<file path="config.mk">
export PLATFORM = sky130hd
export DESIGN_NAME = pdf_number_token_lexer
export DESIGN_NICKNAME = d
export VERILOG_FILES = /design/src/sv/pntl_pkg.sv /design/src/sv/pdf_number_token_lexer.sv
export SDC_FILE = /design/constraint.sdc
export NUM_CORES = 1
export LEC_CHECK = 0
export BUFFER_PORTS_ARGS = -buffer_cell sky130_fd_sc_hd__buf_2
export CAP_MARGIN = 20
export CORE_ASPECT_RATIO = 0.6
export CORE_MARGIN = 10
export CORE_UTILIZATION = 55
export CTS_CLUSTER_DIAMETER = 100
export DETAILED_ROUTE_END_ITERATION = 8
export PLACE_DENSITY = 0.75
export SLEW_MARGIN = 20
export SYNTH_ARGS = -nofsm -noshare
export SYNTH_HDL_FRONTEND = slang
export SYNTH_SLANG_ARGS = --single-unit
</file>
<file path="constraint.sdc">
create_clock -name clk -period 20.6 [get_ports clk]
set_input_delay 2.06 -clock clk [delete_from_list [all_inputs] [get_ports clk]]
set_output_delay 2.06 -clock clk [all_outputs]
set_load 0.02 [all_outputs]
</file>
<file path="src/sv/pntl_pkg.sv">
// ---------------------------------------------------------------------------
// pntl_pkg
// types, codes and character classes of the pdf number token lexer
// ---------------------------------------------------------------------------
package pntl_pkg;

  localparam int BYTE_W     = 8;
  localparam int IN_USER_W  = 1;
  localparam int INT_W      = 32;
  localparam int WHOLE_W    = 63;
  localparam int FRAC_W     = 60;
  localparam int CNT_W      = 5;
  localparam int OUT_DATA_W = 168;
  localparam int OUT_USER_W = 3;

  // tdata bit offsets of the result fields
  localparam int OFS_INT   = 0;
  localparam int OFS_NEG   = 32;
  localparam int OFS_WHOLE = 33;
  localparam int OFS_FRAC  = 96;
  localparam int OFS_CNT   = 156;

  typedef logic [1:0] status_t;
  localparam status_t ST_OK       = 2'd0;
  localparam status_t ST_INVALID  = 2'd1;
  localparam status_t ST_LIMIT    = 2'd2;
  localparam status_t ST_BAD_TERM = 2'd3;

  typedef enum logic [2:0] {
    PH_START = 3'b001,
    PH_INT   = 3'b010,
    PH_FRAC  = 3'b100
  } phase_t;

  localparam logic [BYTE_W-1:0] CH_PLUS  = 8'h2B;
  localparam logic [BYTE_W-1:0] CH_MINUS = 8'h2D;
  localparam logic [BYTE_W-1:0] CH_POINT = 8'h2E;
  localparam logic [BYTE_W-1:0] CH_ZERO  = 8'h30;
  localparam logic [BYTE_W-1:0] CH_NINE  = 8'h39;

  localparam logic [WHOLE_W-1:0] POS_LIMIT = 63'h0000_0000_7FFF_FFFF;
  localparam logic [WHOLE_W-1:0] NEG_LIMIT = 63'h0000_0000_8000_0000;
  localparam logic [WHOLE_W-1:0] WHOLE_SAT = {WHOLE_W{1'b1}};

  // pdf whitespace and delimiters
  function automatic logic is_terminator(input logic [BYTE_W-1:0] c);
    logic hit;
    case (c) inside
      8'h00, 8'h09, 8'h0A, 8'h0C, 8'h0D, 8'h20,
      8'h28, 8'h29, 8'h3C, 8'h3E, 8'h5B, 8'h5D,
      8'h7B, 8'h7D, 8'h2F, 8'h25: hit = 1'b1;
      default:                    hit = 1'b0;
    endcase
    return hit;
  endfunction

endpackage

</file>
<file path="src/sv/pdf_number_token_lexer.sv">
// ---------------------------------------------------------------------------
// pdf_number_token_lexer
// lexes a pdf numeric token one byte per transfer, one result per token
// ---------------------------------------------------------------------------
//  channel | dir | tdata                  | tuser
//  in_     | in  | byte_in                | end_of_input
//  out_    | out | int/neg/whole/frac/cnt | status, is_real
//
// one byte per cycle sustained while no closing byte waits on out_; a byte
// sits in the input register, where the multiply-by-ten accumulate and the close logic run
// a closing byte passes the input register, then the result register, to out_
// only a closing byte waits on the result register; other bytes never stall
// rst_n is synchronous active low and returns the lexer to start of token
// ---------------------------------------------------------------------------
module pdf_number_token_lexer #(
  parameter int MAX_FRACTION_DIGITS = 18
) (
  input  logic                                clk,
  input  logic                                rst_n,
  input  logic                                in_tvalid,
  output logic                                in_tready,
  input  logic [pntl_pkg::BYTE_W-1:0]         in_tdata,   // [7:0] byte_in
  input  logic [pntl_pkg::IN_USER_W-1:0]      in_tuser,   // [0] end_of_input
  output logic                                out_tvalid,
  input  logic                                out_tready,
  // [31:0] int_value, [32] negative, [95:33] whole_part,
  // [155:96] fraction_digits, [160:156] fraction_count, rest zero
  output logic [pntl_pkg::OUT_DATA_W-1:0]     out_tdata,
  output logic [pntl_pkg::OUT_USER_W-1:0]     out_tuser   // [1:0] status, [2] is_real
);
  import pntl_pkg::*;

  // input register
  logic                s1_valid_r;
  logic [BYTE_W-1:0]   s1_byte_r;
  logic                s1_eoi_r;

  // token state
  phase_t              phase_r,     phase_nxt;
  logic                minus_r,     minus_nxt;
  logic                has_whole_r, has_whole_nxt;
  logic                has_frac_r,  has_frac_nxt;
  logic [WHOLE_W-1:0]  whole_r,     whole_nxt;
  logic [FRAC_W-1:0]   frac_r,      frac_nxt;
  logic [CNT_W-1:0]    frac_len_r,  frac_len_nxt;

  // result register
  logic                  out_valid_r;
  logic [OUT_DATA_W-1:0] out_data_r;
  logic [OUT_USER_W-1:0] out_user_r;

  logic                is_digit;
  logic [3:0]          digit_val;
  logic                take_sign, take_point, take_wdigit, take_fdigit;
  logic                s1_close, out_free, s1_go;
  logic [WHOLE_W+4:0]  whole_x10;
  logic [FRAC_W+3:0]   frac_x10;
  logic                whole_ovf;
  logic [INT_W-1:0]    int_mag;

  status_t               res_status;
  logic                  res_real;
  logic [OUT_DATA_W-1:0] res_data;

  assign is_digit  = !s1_eoi_r && (s1_byte_r >= CH_ZERO) && (s1_byte_r <= CH_NINE);
  assign digit_val = is_digit ? s1_byte_r[3:0] : 4'd0;

  assign take_sign   = !s1_eoi_r && (phase_r == PH_START) &&
                       ((s1_byte_r == CH_PLUS) || (s1_byte_r == CH_MINUS));
  assign take_point  = !s1_eoi_r && !take_sign && (phase_r != PH_FRAC) &&
                       (s1_byte_r == CH_POINT);
  assign take_wdigit = is_digit && (phase_r != PH_FRAC);
  assign take_fdigit = is_digit && (phase_r == PH_FRAC);

  // x*10 + d as shift-add; saturate when it passes 2^63-1
  assign whole_x10 = ({5'd0, whole_r} << 3) + ({5'd0, whole_r} << 1) +
                     {{(WHOLE_W+1){1'b0}}, digit_val};
  assign whole_ovf = |whole_x10[WHOLE_W+4:WHOLE_W];
  assign frac_x10  = ({4'd0, frac_r} << 3) + ({4'd0, frac_r} << 1) +
                     {{FRAC_W{1'b0}}, digit_val};

  assign s1_close  = s1_valid_r && !(take_sign || take_point || take_wdigit || take_fdigit);
  assign out_free  = !out_valid_r || out_tready;
  assign s1_go     = s1_valid_r && (!s1_close || out_free);
  assign in_tready = !s1_valid_r || s1_go;

  // result of closing the token
  always_comb begin
    res_status = ST_OK;
    res_real   = 1'b0;
    res_data   = '0;
    int_mag    = minus_r ? (INT_W'(0) - whole_r[INT_W-1:0]) : whole_r[INT_W-1:0];
    if (!s1_eoi_r && !is_terminator(s1_byte_r)) begin
      res_status = ST_BAD_TERM;
    end else if (phase_r == PH_FRAC) begin
      if (!has_whole_r && !has_frac_r) begin
        res_status = ST_INVALID;
      end else begin
        res_real                           = 1'b1;
        res_data[OFS_NEG]                  = minus_r;
        res_data[OFS_WHOLE +: WHOLE_W]     = whole_r;
        res_data[OFS_FRAC +: FRAC_W]       = frac_r;
        res_data[OFS_CNT +: CNT_W]         = frac_len_r;
      end
    end else if (!has_whole_r) begin
      res_status = ST_INVALID;
    end else if (whole_r > (minus_r ? NEG_LIMIT : POS_LIMIT)) begin
      res_status = ST_LIMIT;
    end else begin
      res_data[OFS_INT +: INT_W] = int_mag;
    end
  end

  always_comb begin
    phase_nxt     = phase_r;
    minus_nxt     = minus_r;
    has_whole_nxt = has_whole_r;
    has_frac_nxt  = has_frac_r;
    whole_nxt     = whole_r;
    frac_nxt      = frac_r;
    frac_len_nxt  = frac_len_r;
    if (s1_go) begin
      if (s1_close) begin
        phase_nxt     = PH_START;
        minus_nxt     = 1'b0;
        has_whole_nxt = 1'b0;
        has_frac_nxt  = 1'b0;
        whole_nxt     = '0;
        frac_nxt      = '0;
        frac_len_nxt  = '0;
      end else if (take_sign) begin
        minus_nxt = (s1_byte_r == CH_MINUS);
        phase_nxt = PH_INT;
      end else if (take_point) begin
        phase_nxt = PH_FRAC;
      end else if (take_wdigit) begin
        has_whole_nxt = 1'b1;
        whole_nxt     = whole_ovf ? WHOLE_SAT : whole_x10[WHOLE_W-1:0];
        phase_nxt     = PH_INT;
      end else begin
        has_frac_nxt = 1'b1;
        // digits past the kept count are dropped
        if (frac_len_r < CNT_W'(MAX_FRACTION_DIGITS)) begin
          frac_nxt     = frac_x10[FRAC_W-1:0];
          frac_len_nxt = frac_len_r + CNT_W'(1);
        end
      end
    end
  end

  always_ff @(posedge clk) begin
    if (!rst_n) begin
      s1_valid_r  <= 1'b0;
      out_valid_r <= 1'b0;
      phase_r     <= PH_START;
      minus_r     <= 1'b0;
      has_whole_r <= 1'b0;
      has_frac_r  <= 1'b0;
      whole_r     <= '0;
      frac_r      <= '0;
      frac_len_r  <= '0;
    end else begin
      if (in_tready) begin
        s1_valid_r <= in_tvalid;
      end
      if (s1_go && s1_close) begin
        out_valid_r <= 1'b1;
      end else if (out_tready) begin
        out_valid_r <= 1'b0;
      end
      phase_r     <= phase_nxt;
      minus_r     <= minus_nxt;
      has_whole_r <= has_whole_nxt;
      has_frac_r  <= has_frac_nxt;
      whole_r     <= whole_nxt;
      frac_r      <= frac_nxt;
      frac_len_r  <= frac_len_nxt;
    end
  end

  always_ff @(posedge clk) begin
    if (in_tready && in_tvalid) begin
      s1_byte_r <= in_tdata;
      s1_eoi_r  <= in_tuser[0];
    end
    if (s1_go && s1_close) begin
      out_data_r <= res_data;
      out_user_r <= {res_real, res_status};
    end
  end

  assign out_tvalid = out_valid_r;
  assign out_tdata  = out_data_r;
  assign out_tuser  = out_user_r;

endmodule

</file>
== Word-level counts from Yosys, hierarchy flattened ==
Index checks and enable logic that the tools add are counted.

* Flip-flop bits (word level): 309
* Output and inout port bits: 173

* Add/sub/neg operators: 6
* $lt $le $gt $ge: 4
* Eq/ne operators: 24
* Muxes and demuxes: 40
* Bitwise gates (word level): 2
* Reductions and logical operators: 47

{| class="wikitable"
|+ Operators with widths
! operator !! count
|-
| $mux 63 || 5
|-
| $mux 60 || 5
|-
| $eq 8x6->1 const B || 10
|-
| $add 67x4->68 || 1
|-
| $add 66x64->67 || 1
|-
| $mux 32 || 2
|-
| $gt 63x32->1 || 1
|-
| $add 60x4->60 || 1
|-
| $add 60x60->60 || 1
|-
| $eq 8x4->1 const B || 4
|-
| $eq 8x7->1 const B || 4
|-
| $sub 1x32->32 const A || 1
|-
| $mux 5 || 5
|-
| $reduce_or 16->1 || 1
|-
| $logic_and 1x1->1 || 15
|-
| $mux 1 || 15
|-
| $mux 3 || 4
|-
| $logic_not 1->1 || 9
|-
| $ge 8x6->1 const B || 1
|-
| $le 8x6->1 const B || 1
|-
| $logic_not 8->1 || 1
|-
| $reduce_and 4->1 || 2
|-
| $reduce_bool 2->1 || 4
|-
| $logic_or 1x1->1 || 7
|-
| 16 further kinds || 22
|}

== Logic depth before layout (Yosys ltp) ==
Gate-level depths: netlist of run 1.

* Depth in word-level cells: 17
* Mapped depth: 21
* Mapped depth without buffers: 19

== Worst setup path after synthesis of run 1 ==
Ideal clock, no wire load.

* Path kind: input -> register
* Start: input out_tready
* End: register out_data_r[0], in the netlist out_tdata[0], enable pin
* Library setup time: 0.691 ns
* Data arrival time: 9.638 ns
* Slack: 10.271 ns
* Cell stages on the path: 6
* Path buffers: 2
* Path through: nand2b_1 o21ai_0 or2_2 clkbuf_1 clkbuf_1 nor2_1

* Cells in the longest elaborated chain, start to end: 4

{| class="wikitable"
|+ RTL lines
! what !! line !! text
|-
| start: declaration || pdf_number_token_lexer.sv:25 || <nowiki>input logic out_tready,</nowiki>
|-
| $logic_or 1x1->1 || pdf_number_token_lexer.sv:83 || <nowiki>assign out_free = !out_valid_r || out_tready;</nowiki>
|-
| $logic_or 1x1->1 || pdf_number_token_lexer.sv:84 || <nowiki>assign s1_go = s1_valid_r && (!s1_close || out_free);</nowiki>
|-
| $logic_and 1x1->1 || pdf_number_token_lexer.sv:84 ||
|-
| $logic_and 1x1->1 || pdf_number_token_lexer.sv:186 || <nowiki>if (s1_go && s1_close) begin</nowiki>
|-
| end signal: assignment || pdf_number_token_lexer.sv:187 || <nowiki>out_data_r <= res_data;</nowiki>
|-
| end: declaration || pdf_number_token_lexer.sv:49 || <nowiki>logic [OUT_DATA_W-1:0] out_data_r;</nowiki>
|}

No other way between the ends.
A chain may end at the register's enable or synchronous reset.

== Final worst setup path of run 1 ==
* Start: register s1_byte_r[2]
* End: register whole_r[51]

* Cells in the longest elaborated chain, start to end: 16

{| class="wikitable"
|+ RTL lines
! what !! line !! text
|-
| start: declaration || pdf_number_token_lexer.sv:35 || <nowiki>logic [BYTE_W-1:0] s1_byte_r;</nowiki>
|-
| start signal: assignment || pdf_number_token_lexer.sv:183 || <nowiki>s1_byte_r <= in_tdata;</nowiki>
|-
| parallel branches: the longest is 16 deep, another holds $add 67x4->68 || n/a ||
|-
| end signal: assignment || pdf_number_token_lexer.sv:175 || <nowiki>whole_r <= whole_nxt;</nowiki>
|-
| end: declaration || pdf_number_token_lexer.sv:43 || <nowiki>logic [WHOLE_W-1:0] whole_r, whole_nxt;</nowiki>
|}

Parallel ways; which one is timed is not known. The select of a mux whose other input is x is not followed.

==> results.sh, run 1 <==
export IMPL_synth_warnings=0
export IMPL_synth_edff_count=173
export IMPL_grt_usage_pct=23.7
export IMPL_post_synth_instance_area_um2=21000
export IMPL_critPathLaunchType="flop"
export IMPL_required_ns=21.12
export IMPL_powerDensity_nw_per_um2=54.2
export IMPL_drv_cap=0
export IMPL_numPortBuffers=178
export IMPL_cp_num_buf_inv=2
export IMPL_postSynthCellCount=2209
export IMPL_finClkSkew_ns=0.0115
export IMPL_slowest_delay_ns=0.77
export IMPL_nNetsFinal=2611
export IMPL_syn_to_final_growth_pct=10.7
export IMPL_synth_seq_area_share_pct=37.7
export IMPL_die_w_um=272
export IMPL_cp_slowest_cell="nor2_2"
export IMPL_post_drt_wl_per_cell_um=20.0
export IMPL_critPathMaxFanout=30
export IMPL_ant_nets=0
export IMPL_grt_pass1_wl_um=90800
export IMPL_setup_violations=0
export IMPL_core_um2=37700
export IMPL_drt_first_pass_iters=6
export IMPL_clkSinkCount=309
export IMPL_grt_max_degree=81
export IMPL_crit_type="reg -> reg"
export IMPL_io_pins=186
export IMPL_cts_tree="yes"
export IMPL_cp_arrival_ns=6.79
export IMPL_synth_flop_cell="edfxtp_1"
export IMPL_post_route_period_util_pct=30.4
export IMPL_ctsRootBufferMaster="clkbuf_16"
export IMPL_fmax_mhz=159
export IMPL_overflow=0
export IMPL_antenna_found_initial=0
export IMPL_ctsHoldBuffers=0
export IMPL_drt_total_wl_um=57200
export IMPL_final_period_minus_worst_setup_slack_ns=6.27
export IMPL_antenna_cells=0
export IMPL_final_cell_mix="ha_1, a21oi_1, buf_2"
export IMPL_cts_buffers=30
export IMPL_cp_top_family="compound AO/OA/AOI/OAI gates"
export IMPL_vias=17500
export IMPL_post_cts_resized=0
export IMPL_tightestPinTransition_ns=1.21
export IMPL_die_h_um=171
export IMPL_yosysUniqueCellTypes=77
export IMPL_initial_core_util_pct=55.7
export IMPL_std_cell_rows=55
export IMPL_peakVddDrop_uv=76.5
export IMPL_first_iter_violations=1771
export IMPL_syn_avg_cell_area_um2=9.52
export IMPL_finalHoldViolations=0
export IMPL_fin_tns_setup_ns=0
export IMPL_clkTransAtPathRegs_ns=0.07
export IMPL_path_cells="a211o_1, a2111oi_2, buf_4, and2_1, fa_1, fa_1, a21oi_1, o22ai_1, o211ai_1, a21oi_1, o31a_1, o211ai_1, a2111oi_0, o21ai_0, a21oi_4, nor2_2, buf_4, a221o_1"
export IMPL_num_fill_cells=3285
export IMPL_grt_pass1_vias=16500
export IMPL_synth_seq_cells=309
export IMPL_htreeDepth=1
export IMPL_drive_above_1_share_pct=11.6
export IMPL_layout_commonest_cell="ha_1"
export IMPL_postCtsSetupBuffers=0
export IMPL_timing_slew_headroom_pct=17.0
export IMPL_crit_path_end_kind="flop"
export IMPL_cts_buffer_depth=3
export IMPL_finalMaxSlewViolations=0
export IMPL_hpwl_um=42900
export IMPL_worstSkewPairLatency_ns=0.59
export IMPL_p_leak_nw=10.7
export IMPL_dieArea_um2=46700
export IMPL_design_power_total_w=0.00126
export IMPL_viasPerCell=6.14
export IMPL_rsz0062_at_grt="false"
export IMPL_synth_async_reset_ratio_pct=0
export IMPL_hold_class="reg -> reg"
export IMPL_status="finished clean"
export IMPL_gp_congestion=0.970
export IMPL_drc=0
path summary, 6_finish.rpt:
path                            from                  endpoint  slack [ns]  depth (start not counted)
max           s1_byte_r[2]$_DFFE_PP_  whole_r[51]$_SDFFE_PN0P_       14.33                         18
min          frac_r[59]$_SDFFE_PN0P_   frac_r[59]$_SDFFE_PN0P_        0.48                          2
max reg2reg   s1_byte_r[2]$_DFFE_PP_  whole_r[51]$_SDFFE_PN0P_       14.33                         18
min reg2reg  frac_r[59]$_SDFFE_PN0P_   frac_r[59]$_SDFFE_PN0P_        0.48                          2
state kept, by name, summed over array words and instances (netlist names):
name	cells
whole_r	63
out_tuser	3
has_frac_r	1
frac_r	60
s1_eoi_r	1
s1_byte_r	8
frac_len_r	5
phase_r	3
out_tdata	161
out_tvalid	1
has_whole_r	1
s1_valid_r	1
minus_r	1
worst reg2reg max path: stages (launching register included):
cell,delay (ns)
edfxtp_1,0.57
a211o_1,0.35
a2111oi_2,0.35
buf_4,0.23
and2_1,0.24
fa_1,0.49
fa_1,0.48
a21oi_1,0.21
o22ai_1,0.14
o211ai_1,0.22
a21oi_1,0.15
o31a_1,0.34
o211ai_1,0.24
a2111oi_0,0.15
o21ai_0,0.32
a21oi_4,0.22
nor2_2,0.77
buf_4,0.51
a221o_1,0.23
cells by family (layout without fill, tap and decap cells):
logic type / after synthesis / after routing / synth area share, %
AO/OA/AOI/OAI: 654 / 654 / 20.7
AND/OR/NAND/NOR: 653 / 653 / 15.5
flip-flops: 309 / 309 / 37.7
adder cells (fa/ha/maj): 275 / 275 / 16.5
buffers and inverters: 162 / 293 / 3.14
XOR/XNOR: 152 / 152 / 6.33
multiplexers: 3 / 3 / 0.143
other: 1 / 7 / 0.0178
power by group:
group	switching, W	leakage [nW]	internal, W
clock network	0.000243	0.477	0.000312
registers	0.00000411	2.67	0.000655
logic	0.0000355	7.55	0.0000107
total	0.000283	10.7	0.000977
routing by layer:
layer,track usage (%),vias to the layer above,share of wire [%],wire (µm)
li1,-,8426,-,-
met1,36.2,8374,50,28300
met2,34.2,674,40,22800
met3,4.84,66,9.0,5150
met4,3.78,0,1.6,914
met5,0,-,0,0
final cells by class:
class | instances | area (µm²) | area share (%)
clock buffers | 43 | 850 | 3.65
clock inverters | 12 | 129 | 0.554
inverters | 43 | 161 | 0.694
multi-input cells | 1744 | 12500 | 53.7
flip-flops and latches | 309 | 7920 | 34.0
well taps | 513 | 642 | 2.76
repair buffers | 195 | 1070 | 4.60
per-stage QoR:
step	hold slack, ns	util [%]	area [µm²]	cells	setup WS [ns]
after global placement	0.471	58.9	22200	2801	14.65
after detailed placement	0.475	59.0	22300	2803	14.43
after global routing	0.505	61.7	23300	2859	13.83
after CTS	0.490	61.6	23200	2858	14.38
final	0.484	61.7	23300	2859	14.33
after floorplan	0.417	-	21000	2215	10.27
cells in the mapped netlist (30+ instances only):
cell | number | area [µm²]
a21o_1 | 84 | 631
nand2_1 | 153 | 574
edfxtp_1 | 173 | 5190
dfxtp_1 | 136 | 2720
o21ai_0 | 131 | 656
and2_1 | 144 | 901
xnor2_1 | 71 | 622
a21oi_1 | 183 | 916
nand3_1 | 30 | 150
xor2_1 | 81 | 709
nand4_1 | 45 | 282
nor2_1 | 157 | 589
inv_1 | 43 | 161
clkbuf_1 | 104 | 390
a221o_1 | 50 | 500
ha_1 | 271 | 3390
a22oi_1 | 30 | 225
No activity file was read; power rests on OpenSTA's default activity.
==> run 2: changes to the inputs <==
--- a/config.mk
+++ b/config.mk
@@ -5,6 +5,7 @@
 export SDC_FILE = /design/constraint.sdc
 export NUM_CORES = 1
 export LEC_CHECK = 0
+export ABC_AREA = 1
 export BUFFER_PORTS_ARGS = -buffer_cell sky130_fd_sc_hd__buf_2
 export CAP_MARGIN = 20
 export CORE_ASPECT_RATIO = 0.6
@@ -12,7 +13,7 @@
 export CORE_UTILIZATION = 55
 export CTS_CLUSTER_DIAMETER = 100
 export DETAILED_ROUTE_END_ITERATION = 8
-export PLACE_DENSITY = 0.75
+export PLACE_DENSITY = 0.77
 export SLEW_MARGIN = 20
 export SYNTH_ARGS = -nofsm -noshare
 export SYNTH_HDL_FRONTEND = slang
==> constraint.sdc (replaced) <==
create_clock -name clk -period 5.57 [get_ports clk]
set_input_delay 0.557 -clock clk [delete_from_list [all_inputs] [get_ports clk]]
set_output_delay 0.557 -clock clk [all_outputs]
set_load 0.02 [all_outputs]
==> run 2 against run 1 <==
Against the previous run:
- critical path depth increased by 7
- first-iteration DRC count up 68%
- sequential share of layout area is 4.3 points lower
- power rose to 3.8 times the previous value
- via count up 34%
- largest cell class unchanged
==> results.sh, run 2 <==
export IMPL_synth_top_area_share_pct=21.4
export IMPL_final_cell_mix="nand2_1, inv_1, nor2_1"
export IMPL_fmax_mhz=212
export IMPL_ctsHoldBuffers=0
export IMPL_synth_seq_area_share_pct=32.6
export IMPL_clkSinkCount=309
export IMPL_synth_edff_count=173
export IMPL_crit_path_end="whole_r[5]$_SDFFE_PN0P_"
export IMPL_fin_tns_setup_ns=0
export IMPL_grt_pass1_vias=20800
export IMPL_crit_start="s1_byte_r[1]$_DFFE_PP_"
export IMPL_design_power_total_w=0.00481
export IMPL_setup_violations=0
export IMPL_ctsRootBufferMaster="clkbuf_16"
export IMPL_die_w_um=291
export IMPL_peakVddDrop_uv=214
export IMPL_placed_cells=4163
export IMPL_drv_cap=0
export IMPL_critPathLaunchType="flop"
export IMPL_std_cell_rows=59
export IMPL_tightestPinTransition_ns=1.02
export IMPL_grt_usage_pct=28.4
export IMPL_drive_above_1_share_pct=8.19
export IMPL_status="finished clean"
export IMPL_postSynthCellCount=3459
export IMPL_final_period_minus_worst_setup_slack_ns=4.72
export IMPL_finalHoldViolations=0
export IMPL_syn_avg_cell_area_um2=7.01
export IMPL_reg2reg_to="whole_r[5]$_SDFFE_PN0P_"
export IMPL_htreeDepth=1
export IMPL_cts_buffer_depth=3
export IMPL_viasPerCell=5.56
export IMPL_critPathMaxFanout=43
export IMPL_synth_async_reset_ratio_pct=0
export IMPL_ys_top_cells_by_area="edfxtp_1, ha_1, nand2_1"
export IMPL_crit_type="reg -> reg"
export IMPL_io_pins=186
export IMPL_slowest_delay_ns=0.57
export IMPL_cts_tree="yes"
export IMPL_first_iter_violations=2967
export IMPL_r2r_cells=25
export IMPL_final_util_pct=61.2
export IMPL_r2r_start="s1_byte_r[1]$_DFFE_PP_"
export IMPL_rrSetupSlack_ns=0.85
export IMPL_antenna_cells=0
export IMPL_powerDensity_nw_per_um2=181
export IMPL_post_synth_instance_area_um2=24300
export IMPL_finClkSkew_ns=0.0161
export IMPL_antenna_found_initial=0
export IMPL_yosys_area_top_type="edfxtp_1"
export IMPL_cpMostUsedCell="nand2_1"
export IMPL_required_ns=6.03
export IMPL_initial_core_util_pct=55.8
export IMPL_clkTransAtPathRegs_ns=0.07
export IMPL_synthTopCellsByCount="nand2_1, inv_1, nor2_1"
export IMPL_yosysUniqueCellTypes=50
export IMPL_timing_slew_headroom_pct=31.8
export IMPL_grt_max_degree=82
export IMPL_die_h_um=183
export IMPL_worstSkewPairLatency_ns=0.60
export IMPL_post_drt_wl_per_cell_um=18.6
export IMPL_p_leak_nw=12.7
export IMPL_synth_warnings=0
export IMPL_finalMaxSlewViolations=0
export IMPL_post_route_period_util_pct=84.7
export IMPL_hold_class="in -> reg"
export IMPL_post_cts_resized=0
export IMPL_nNetsFinal=3904
export IMPL_gp_congestion=1.09
export IMPL_dieArea_um2=53200
export IMPL_layout_commonest_cell="nand2_1"
export IMPL_crit_path_end_kind="flop"
export IMPL_cts_buffers=30
export IMPL_synth_most_common_cell="nand2_1"
export IMPL_vias=23500
export IMPL_drt_total_wl_um=78600
export IMPL_core_um2=43500
export IMPL_grt_pass1_wl_um=121000
export IMPL_drt_first_pass_iters=6
export IMPL_ant_nets=0
export IMPL_cp_slowest_cell="fa_1"
export IMPL_hpwl_um=63100
export IMPL_synth_seq_cells=309
export IMPL_stdcell_count=4218
export IMPL_holdWs_ns=0.175
export IMPL_overflow=0
export IMPL_rsz0062_at_grt="false"
export IMPL_syn_to_final_growth_pct=9.77
export IMPL_cp_arrival_ns=5.17
export IMPL_synth_flop_cell="edfxtp_1"
export IMPL_postCtsSetupBuffers=0
export IMPL_largest_reg_flops=161
export IMPL_numPortBuffers=178
export IMPL_num_fill_cells=4138
export IMPL_drc=0
==> run 2: cell count changes in the layout (fill, tap and decap cells not counted), moves of 32 or more <==
| cell | delta |
|---|---|
| a21o_1 | -74 |
| a21oi_1 | +124 |
| a221o_1 | -50 |
| and2_1 | -142 |
| inv_1 | +448 |
| nand2_1 | +727 |
| nand3_1 | +169 |
| nor2_1 | +326 |
| o21ai_0 | -34 |
| xnor2_1 | -34 |
| xor2_1 | -32 |
==> run 2: logic make-up after synthesis <==
kind of cell	after synthesis	share of synthesized area, %
flops	309	32.6
xor+xnor	86	3.11
simple gates	1725	29.7
fa+ha+maj	275	14.3
compound gates	486	10.8
other cells	1	0.0155
buf+inv	577	9.42
==> run 2: power breakdown <==
group	internal (W)	total, W	switching, W
registers	0.00246	0.00249	0.0000275
logic	0.0000819	0.000323	0.000241
clock network	0.00106	0.00200	0.000936
total	0.00360	0.00481	0.00121
==> run 2: worst min-delay path by stage <==
stage | start | end | cells after the start
floorplan | has_frac_r$_SDFFE_PN0P_ | has_frac_r$_SDFFE_PN0P_ | 2
global placement | frac_r[59]$_SDFFE_PN0P_ | frac_r[59]$_SDFFE_PN0P_ | 2
detailed placement | has_frac_r$_SDFFE_PN0P_ | has_frac_r$_SDFFE_PN0P_ | 2
CTS | in_tdata[0] | s1_byte_r[0]$_DFFE_PP_ | 1
global route | in_tdata[0] | s1_byte_r[0]$_DFFE_PP_ | 1
finish | in_tdata[2] | s1_byte_r[2]$_DFFE_PP_ | 1
==> run 2: worst max-delay path: cells and delay by family (launching register included) <==
kind                       cells  cell delay (ns)
AOI/OAI and AO/OA              1             0.07
DFF                            1             0.41
and+or+nand+nor               20             2.47
buffers and inverters          2             0.58
adders and majority gates      2             1.05
==> run 2: through the flow <==
stage	area (µm²)	worst slack (ns)
after floorplan	24300	1.41
after global placement	25700	1.08
after detailed placement	25700	0.980
after CTS	26600	0.965
after global routing	26600	0.460
final	26600	0.852
==> run 2: cell type report <==
class | count | area [µm²] | area share (%)
multi-input combinational | 2579 | 14100 | 52.9
sequential | 309 | 7920 | 29.7
clock buffer | 39 | 836 | 3.14
inverter | 498 | 1870 | 7.04
clock inverter | 16 | 103 | 0.385
tap | 579 | 724 | 2.72
timing repair buffer | 198 | 1080 | 4.05
==> run 2: per-layer routing <==
| metal | vias up | wire length, µm | GRT usage (%) |
|---|---|---|---|
| li1 | 11600 | - | - |
| met1 | 10700 | 39400 | 46.1 |
| met2 | 1137 | 26900 | 34.0 |
| met3 | 66 | 11200 | 10.2 |
| met4 | 0 | 1180 | 4.32 |
| met5 | - | 0 | 0 |
